## src/hw/rtl/assert_macros.svh

```systemverilog
// assertion macros used by bitmap_first_free_allocator
// each macro expects clk and arst_n in scope; empty when SYNTHESIS is defined
`ifndef ASSERT_MACROS_SVH
`define ASSERT_MACROS_SVH

`ifndef SYNTHESIS
`define ASSERT_SAME(label, ante, cons) \
	label: assert property (@(posedge clk) disable iff (!arst_n) (ante) |-> (cons)) \
		else $error("assertion failed");
`define ASSERT_NEXT(label, ante, cons) \
	label: assert property (@(posedge clk) disable iff (!arst_n) (ante) |=> (cons)) \
		else $error("assertion failed");
`else
`define ASSERT_SAME(label, ante, cons)
`define ASSERT_NEXT(label, ante, cons)
`endif

`endif

```

## src/hw/rtl/bffa_pkg.sv

```systemverilog
// types and constants of the first-free bitmap allocator
// no dependencies
package bffa_pkg;

	localparam int IDX_W = 10;
	localparam int IDX_SPAN = 1024;
	localparam int CFG_W = 11;
	localparam int APB_AW = 3;
	localparam int APB_DW = 32;

	localparam logic [CFG_W-1:0] USABLE_RESET = CFG_W'(1024);

	localparam logic CMD_ALLOC = 1'b0;
	localparam logic CMD_FREE = 1'b1;

	localparam logic [1:0] STATUS_OK = 2'd0;
	localparam logic [1:0] STATUS_FULL = 2'd1;
	localparam logic [1:0] STATUS_RANGE = 2'd2;

	localparam logic REG_USABLE = 1'b0;

	typedef struct packed {
		logic cmd;
		logic [IDX_W-1:0] entry_index;
	} req_beat_t;

	typedef struct packed {
		logic [IDX_W-1:0] granted_index;
		logic [1:0] status;
	} rsp_beat_t;

endpackage

```

## src/hw/rtl/bitmap_first_free_allocator.sv

```systemverilog
// first-free bitmap allocator; depends on bffa_pkg, bffa_map_ram and assert_macros.svh
// allocate scans one map word per cycle, checks each word read and sets and grants its lowest free
// bit, or gives STATUS_FULL when no entry below the limit is free; free of an in-range entry seeks
// its word, reads it and clears the bit in ST_CLR; one beat at a time, the next can be taken in the
// cycle after the response is loaded; a response not yet taken by rsp_ready stalls the next one
// reset clears the whole map through per-word valid bits and sets usable_q to 1024
`include "assert_macros.svh"

module bitmap_first_free_allocator
	import bffa_pkg::*;
#(
	parameter int ENTRIES = 1024,
	parameter int WORD_BITS = 32
) (
	input logic clk,
	input logic arst_n,
	input logic req_valid,
	output logic req_ready,
	input req_beat_t req,
	output logic rsp_valid,
	input logic rsp_ready,
	output rsp_beat_t rsp,
	input logic psel,
	input logic penable,
	input logic pwrite,
	input logic [APB_AW-1:0] paddr,
	input logic [APB_DW-1:0] pwdata,
	output logic [APB_DW-1:0] prdata,
	output logic pready
);

	localparam int SPAN = (ENTRIES < IDX_SPAN) ? ENTRIES : IDX_SPAN;
	localparam int MAP_WORDS = (SPAN + WORD_BITS - 1) / WORD_BITS;
	localparam int AW = (MAP_WORDS > 1) ? $clog2(MAP_WORDS) : 1;
	localparam int BW = $clog2(WORD_BITS);
	localparam logic [CFG_W-1:0] WB = CFG_W'(WORD_BITS);
	localparam logic [CFG_W-1:0] SPAN_C = CFG_W'(SPAN);

	typedef enum logic [2:0] {
		ST_IDLE,
		ST_SCAN,
		ST_SEEK,
		ST_CLR,
		ST_RESP
	} state_t;

	state_t state_q;
	logic [CFG_W-1:0] usable_q;
	logic [IDX_W-1:0] idx_q;
	logic [AW-1:0] w_q;
	logic [CFG_W-1:0] base_q;
	logic chk_live_q;
	logic [AW-1:0] chk_w_q;
	logic [CFG_W-1:0] chk_base_q;
	logic [BW-1:0] bit_q;
	logic [IDX_W-1:0] res_idx_q;
	logic [1:0] res_status_q;
	logic rsp_valid_q;
	rsp_beat_t rsp_q;

	logic [CFG_W-1:0] lim;
	logic [CFG_W-1:0] room;
	logic [CFG_W-1:0] offset;
	logic [WORD_BITS-1:0] rd_data;
	logic [WORD_BITS-1:0] free_bits;
	logic [BW-1:0] pos;
	logic found;
	logic last_word;
	logic issue;
	logic seek_hit;
	logic ram_rd_en;
	logic ram_wr_en;
	logic [AW-1:0] ram_wr_addr;
	logic [WORD_BITS-1:0] ram_wr_data;
	logic req_fire;
	logic cfg_wr;

	// config port
	assign pready = 1'b1;
	assign cfg_wr = psel && penable && pwrite && (paddr[2] == REG_USABLE);
	assign prdata = (paddr[2] == REG_USABLE) ? APB_DW'(usable_q) : '0;

	always_ff @(posedge clk or negedge arst_n) begin
		if (!arst_n) begin
			usable_q <= USABLE_RESET;
		end else if (cfg_wr) begin
			usable_q <= pwdata[CFG_W-1:0];
		end
	end

	assign lim = (usable_q < SPAN_C) ? usable_q : SPAN_C;

	// word check
	assign room = lim - chk_base_q;
	always_comb begin
		free_bits = '0;
		for (int b = 0; b < WORD_BITS; b++) begin
			free_bits[b] = !rd_data[b] && (CFG_W'(b) < room);
		end
	end

	always_comb begin
		pos = '0;
		for (int b = WORD_BITS - 1; b >= 0; b--) begin
			if (free_bits[b]) begin
				pos = BW'(b);
			end
		end
	end

	assign found = |free_bits;
	assign last_word = (room <= WB);
	assign issue = (state_q == ST_SCAN) && (base_q < lim);
	assign offset = {1'b0, idx_q} - base_q;
	assign seek_hit = (state_q == ST_SEEK) && (offset < WB);

	assign ram_rd_en = issue || seek_hit;
	assign ram_wr_en = ((state_q == ST_SCAN) && chk_live_q && found) || (state_q == ST_CLR);
	assign ram_wr_addr = (state_q == ST_SCAN) ? chk_w_q : w_q;
	assign ram_wr_data = (state_q == ST_SCAN) ?
		(rd_data | (WORD_BITS'(1) << pos)) :
		(rd_data & ~(WORD_BITS'(1) << bit_q));

	bffa_map_ram #(
		.DEPTH(MAP_WORDS),
		.WIDTH(WORD_BITS),
		.AW(AW)
	) u_map (
		.clk(clk),
		.arst_n(arst_n),
		.rd_en(ram_rd_en),
		.rd_addr(w_q),
		.rd_data(rd_data),
		.wr_en(ram_wr_en),
		.wr_addr(ram_wr_addr),
		.wr_data(ram_wr_data)
	);

	assign req_ready = (state_q == ST_IDLE);
	assign req_fire = req_valid && req_ready;
	assign rsp_valid = rsp_valid_q;
	assign rsp = rsp_q;

	always_ff @(posedge clk or negedge arst_n) begin
		if (!arst_n) begin
			state_q <= ST_IDLE;
			idx_q <= '0;
			w_q <= '0;
			base_q <= '0;
			chk_live_q <= 1'b0;
			chk_w_q <= '0;
			chk_base_q <= '0;
			bit_q <= '0;
			res_idx_q <= '0;
			res_status_q <= STATUS_OK;
			rsp_valid_q <= 1'b0;
			rsp_q <= '0;
		end else begin
			if (rsp_valid_q && rsp_ready) begin
				rsp_valid_q <= 1'b0;
			end
			case (state_q)
				ST_IDLE: begin
					chk_live_q <= 1'b0;
					if (req_fire) begin
						idx_q <= req.entry_index;
						w_q <= '0;
						base_q <= '0;
						res_idx_q <= '0;
						if (req.cmd == CMD_ALLOC) begin
							if (lim == '0) begin
								res_status_q <= STATUS_FULL;
								state_q <= ST_RESP;
							end else begin
								state_q <= ST_SCAN;
							end
						end else if ({1'b0, req.entry_index} >= lim) begin
							res_status_q <= STATUS_RANGE;
							state_q <= ST_RESP;
						end else begin
							state_q <= ST_SEEK;
						end
					end
				end
				ST_SCAN: begin
					chk_live_q <= issue;
					chk_w_q <= w_q;
					chk_base_q <= base_q;
					if (issue) begin
						w_q <= w_q + AW'(1);
						base_q <= base_q + WB;
					end
					if (chk_live_q) begin
						if (found) begin
							res_idx_q <= IDX_W'(chk_base_q + CFG_W'(pos));
							res_status_q <= STATUS_OK;
							chk_live_q <= 1'b0;
							state_q <= ST_RESP;
						end else if (last_word) begin
							res_status_q <= STATUS_FULL;
							chk_live_q <= 1'b0;
							state_q <= ST_RESP;
						end
					end
				end
				ST_SEEK: begin
					if (seek_hit) begin
						bit_q <= offset[BW-1:0];
						state_q <= ST_CLR;
					end else begin
						w_q <= w_q + AW'(1);
						base_q <= base_q + WB;
					end
				end
				ST_CLR: begin
					res_status_q <= STATUS_OK;
					state_q <= ST_RESP;
				end
				ST_RESP: begin
					if (!rsp_valid_q || rsp_ready) begin
						rsp_valid_q <= 1'b1;
						rsp_q.granted_index <= res_idx_q;
						rsp_q.status <= res_status_q;
						state_q <= ST_IDLE;
					end
				end
				default: begin
					state_q <= ST_IDLE;
				end
			endcase
		end
	end

	// checks
	`ASSERT_SAME(a_scan_in_range, (state_q == ST_SCAN) && chk_live_q, chk_base_q < lim)
	`ASSERT_NEXT(a_accept_leaves_idle, req_fire, state_q != ST_IDLE)
	`ASSERT_SAME(a_write_phase, ram_wr_en, (state_q == ST_SCAN) || (state_q == ST_CLR))
	`ASSERT_SAME(a_grant_in_range, rsp_valid_q && (rsp_q.status == STATUS_OK),
		{1'b0, rsp_q.granted_index} < lim)

endmodule

```

## src/hw/rtl/bffa_map_ram.sv

```systemverilog
// bitmap word memory with one valid bit per word, cleared at reset
// words never written read as zero; depends on nothing
module bffa_map_ram #(
	parameter int DEPTH = 32,
	parameter int WIDTH = 32,
	parameter int AW = 5
) (
	input logic clk,
	input logic arst_n,
	input logic rd_en,
	input logic [AW-1:0] rd_addr,
	output logic [WIDTH-1:0] rd_data,
	input logic wr_en,
	input logic [AW-1:0] wr_addr,
	input logic [WIDTH-1:0] wr_data
);

	logic [WIDTH-1:0] mem [DEPTH];
	logic [DEPTH-1:0] valid_q;
	logic [WIDTH-1:0] rd_data_s1;
	logic rd_valid_s1;

	always_ff @(posedge clk) begin
		if (wr_en) begin
			mem[wr_addr] <= wr_data;
		end
		if (rd_en) begin
			rd_data_s1 <= mem[rd_addr];
		end
	end

	always_ff @(posedge clk or negedge arst_n) begin
		if (!arst_n) begin
			valid_q <= '0;
			rd_valid_s1 <= 1'b0;
		end else begin
			if (wr_en) begin
				valid_q[wr_addr] <= 1'b1;
			end
			if (rd_en) begin
				rd_valid_s1 <= valid_q[rd_addr];
			end
		end
	end

	assign rd_data = rd_valid_s1 ? rd_data_s1 : '0;

endmodule
```

## config.mk

```make
export PLATFORM = sky130hd
export DESIGN_NAME = bitmap_first_free_allocator
export DESIGN_NICKNAME = d
export VERILOG_FILES = /design/src/hw/rtl/bffa_pkg.sv /design/src/hw/rtl/bitmap_first_free_allocator.sv /design/src/hw/rtl/bffa_map_ram.sv
export VERILOG_INCLUDE_DIRS = /design/src /design/src/hw/rtl
export SDC_FILE = /design/constraint.sdc
export NUM_CORES = 1
export LEC_CHECK = 0
export BUFFER_PORTS_ARGS = -buffer_cell sky130_fd_sc_hd__buf_2
export CORE_ASPECT_RATIO = 1.75
export CORE_MARGIN = 2
export CORE_UTILIZATION = 45
export DETAILED_ROUTE_END_ITERATION = 8
export SETUP_SLACK_MARGIN = 0.4
export SLEW_MARGIN = 5
export SYNTH_ARGS = -nofsm -noshare
export SYNTH_HDL_FRONTEND = slang
export SYNTH_SLANG_ARGS = --single-unit
```

## constraint.sdc

```tcl
create_clock -name clk -period 8.2 [get_ports clk]
set_input_delay 0.82 -clock clk [delete_from_list [all_inputs] [get_ports clk]]
set_output_delay 0.82 -clock clk [all_outputs]
set_load 0.05 [all_outputs]
```

==> impl_results.md <==
* DIE AREA at approximately 110000 um2
* Most common cell after layout, fill and taps aside: edfxtp_1
* Fin crit period at 6.94 ns
* Via density at just over 6
* Post-CTS Hold Buffers at 0
* Htree depth at 3
* Post-synth ARST share at 0.0943
* 1st-iter DRT viols at 2283
* Largest net degree at the start of global routing at between 150 and 200
* Initial antenna violation count at 0
* Vias in the first global route at 25740
* Grt ovf at 0
* Drt total wl at 124 mm
* DR WL/cell at 30.7 um
* Largest delay share family, worst path: compound AO/OA/AOI/OAI gates
* Num CTS Buffers at 102
* Maximum vdd drop at 261 uV
* Slew Viols, Final at 0
* Number of setup violations in the final report at 0
* First-pass GRT wire length at 180 mm
* Die width at 251 um
* Final Hold Viols at 0
* Fin cells at 4035
* PortBufs at 54
* Fin crit share at 0.846
* CP cell instances: inv_1 > nand2_1 > inv_1 > ha_1 > nor2_1 > or3_1 > a221oi_2 > o311a_1 > nand3_2 > a221o_1 > a211o_1 > a311oi_2 > a21o_1 > nand3_1 > o22ai_2
* Pre-antenna DRT Iters at 6
* Clock Sinks at 1166
* Setup crit end kind: flip-flop
* TritonCTS clock tree: yes
* Primary FF master, synth: edfxtp_1
* I/O pins at 100
* Worst skew pair latency at 0.71 ns
* Fraction of layout cells with a size suffix above 1 at 0.286
* Row count at ~160
* Die height at 436 um
* WP buf/inv at 2
* DPL Wire Length at 71.9 mm
* Most frequent cells in the layout: edfxtp_1, mux4_2, nand2_1
* Hold Slack at about 0.11 ns
* Post-synth EDFFs at 1056
* RSZ-0062 raised after global routing: false
* Core area at approximately 110000 um2
* Max Cap Viol at 0
* Setup CP Type: reg -> reg
* Syn. warnings at 0
* Post-synthesis sequential element count at between 1000 and 1500
* Antenna Nets Post-Route at 0
* Post_cts resized at 0
* Critical path startpoint category: flip-flop
* Placed Cells at 3849
* Layout Nets at 2677
* Slew margin rel. at 0.132
* Post-CTS Setup Bufs at 0
* Syn-to-layout area delta at 11.4%
* Worst-path fanout max at 32
* Status: finished clean
* WP data arrival at ~7.3 ns
* DRC at 0
* Reg clk slew, reported paths at 0.07 ns
* Min-Delay Path Class: in -> async
* Vias after detailed routing at approximately 25000
* Slowest cell on the critical path: o22ai_2
* GP Congestion at 0.931
* Crit path largest cell delay at 1.17 ns
* Syn Inst Count at 2491
* Deepest clock path buffer count at 3
* Most frequent CP cell: inv_1
* Syn Std Cell Area at 48100 um2
* Tot GR Track Use at 0.229
* Achievable frequency at 0.144 GHz
* Pleak at roughly 0.017 uW
* Measured slew at the worst slew-check pin at around 1.3 ns
* Req. time, crit path at 8.53 ns
* Setup Total Neg Slack at 0 ns
* Final Skew at 0.0261 ns
* Synth Area per Inst at 19.3 um2
* Seq/Total Area, Yosys at 0.717
* Root Buffer: clkbuf_16
* Power per cell area at 312 nW/um2
* Initial Util at 0.454
* Distinct cells, synth at just over 100
cell usage after synthesis, types with 8 or more instances:
| library cell | number | share of area |
|---|---|---|
| clkbuf_1 | 90 | 0.0070 |
| nor3_1 | 33 | 0.0034 |
| buf_4 | 24 | 0.0037 |
| nand2_1 | 137 | 0.011 |
| a211oi_1 | 8 | 0.0012 |
| nor2_1 | 76 | 0.0059 |
| and2_1 | 13 | 0.0017 |
| nand3_1 | 32 | 0.0033 |
| nor2b_1 | 18 | 0.0023 |
| o31ai_1 | 10 | 0.0016 |
| mux4_2 | 330 | 0.15 |
| o22ai_1 | 15 | 0.0020 |
| o21ai_0 | 56 | 0.0058 |
| and3_1 | 10 | 0.0013 |
| o21a_1 | 9 | 0.0014 |
| inv_1 | 36 | 0.0028 |
| o21ai_1 | 15 | 0.0016 |
| o211ai_1 | 19 | 0.0030 |
| o21bai_1 | 14 | 0.0022 |
| a21o_1 | 35 | 0.0055 |
| xnor2_1 | 10 | 0.0018 |
| edfxtp_1 | 1056 | 0.66 |
| dfrtp_1 | 109 | 0.057 |
| nand2b_1 | 17 | 0.0022 |
| a21oi_1 | 27 | 0.0028 |
| ha_1 | 31 | 0.0081 |
| buf_1 | 28 | 0.0022 |
| mux2_2 | 59 | 0.014 |
| a31oi_1 | 14 | 0.0018 |
| buf_2 | 9 | 0.00094 |
metal layers:
metal / vias to the layer above / wire length, um / share of wire / GRT usage
met1: 13336 / 45800 / 0.37 / 0.273
li1: 10380 / - / - / -
met3: 191 / 5970 / 0.048 / 0.0313
met2: 801 / 68200 / 0.55 / 0.422
met5: - / 0 / 0 / 0
met4: 0 / 4080 / 0.033 / 0.0810
through the flow:
stage          utilization  setup slack [ns]  total power, uW  instance area, um2
5_1_grt              0.506             0.861            17400               53600
2_1_floorplan            -              1.87            10700               48200
4_1_cts              0.506              1.30            16900               53600
3_5_place_dp         0.475              1.33            12200               50400
6_report             0.506              1.26            16700               53600
3_3_place_gp         0.475              1.44            12000               50400
cells by family after synthesis:
logic type	synth area share
compound gates	0.0447
simple gates	0.0408
flops	0.717
mux	0.170
buf+inv	0.0176
fa+ha+maj	0.00827
xor+xnor	0.00237
other cells	0.000156
cell type report:
type | count | area, um2
fillers | 8452 | 52400
flip-flops and latches | 1166 | 34500
multi-input cells | 1158 | 13200
clock buffers | 123 | 2690
well taps | 1360 | 1700
repair buffers | 127 | 858
clock inverters | 62 | 537
inverters | 38 | 145
diodes | 1 | 2.50
sequential cells by signal, summed over array words and instances (netlist names), 6 cells and up:
register / count
u_map.rd_data_s1: 32
idx_q: 10
chk_base_q: 6
u_map.mem: 1024
res_idx_q: 10
u_map.valid_q: 32
base_q: 6
rsp: 12
usable_q: 11
final timing paths:
kind,startpoint,endpoint,slack [ns],cells after the start
setup reg to reg,usable_q[10]$_DFFE_PN1P_,u_map.mem[23][6]$_DFFE_PP_,1.26,15
hold reg to reg,u_map.valid_q[4]$_DFFE_PN0N_,u_map.valid_q[4]$_DFFE_PN0N_,0.45,1
setup / recovery,usable_q[10]$_DFFE_PN1P_,u_map.mem[23][6]$_DFFE_PP_,1.26,15
hold / removal,arst_n,rsp[3]$_DFFE_PN0P_,0.11,1
max in group asynchronous,arst_n,w_q[2]$_DFFE_PN0P_,6.71,2
min in group clk,req[8],idx_q[8]$_DFFE_PN0P_,0.33,3
report_power, final:
| group | switching, uW | internal (uW) | total [uW] |
|---|---|---|---|
| Clock | 2140 | 2560 | 4700 |
| Combinational | 2660 | 1650 | 4300 |
| Sequential | 310 | 7380 | 7690 |
worst reg2reg max path: stages, from the launching register on:
cell and delay (ns):
dfstp_2 0.72, inv_1 0.32, nand2_1 0.23, inv_1 0.06, ha_1 0.49, nor2_1 0.14, or3_1 0.34, a221oi_2 0.41
o311a_1 0.69, nand3_2 0.32, a221o_1 0.40, a211o_1 0.30, a311oi_2 0.34, a21o_1 0.14, nand3_1 0.48, o22ai_2 1.17
(Power assumes the default switching activity.)
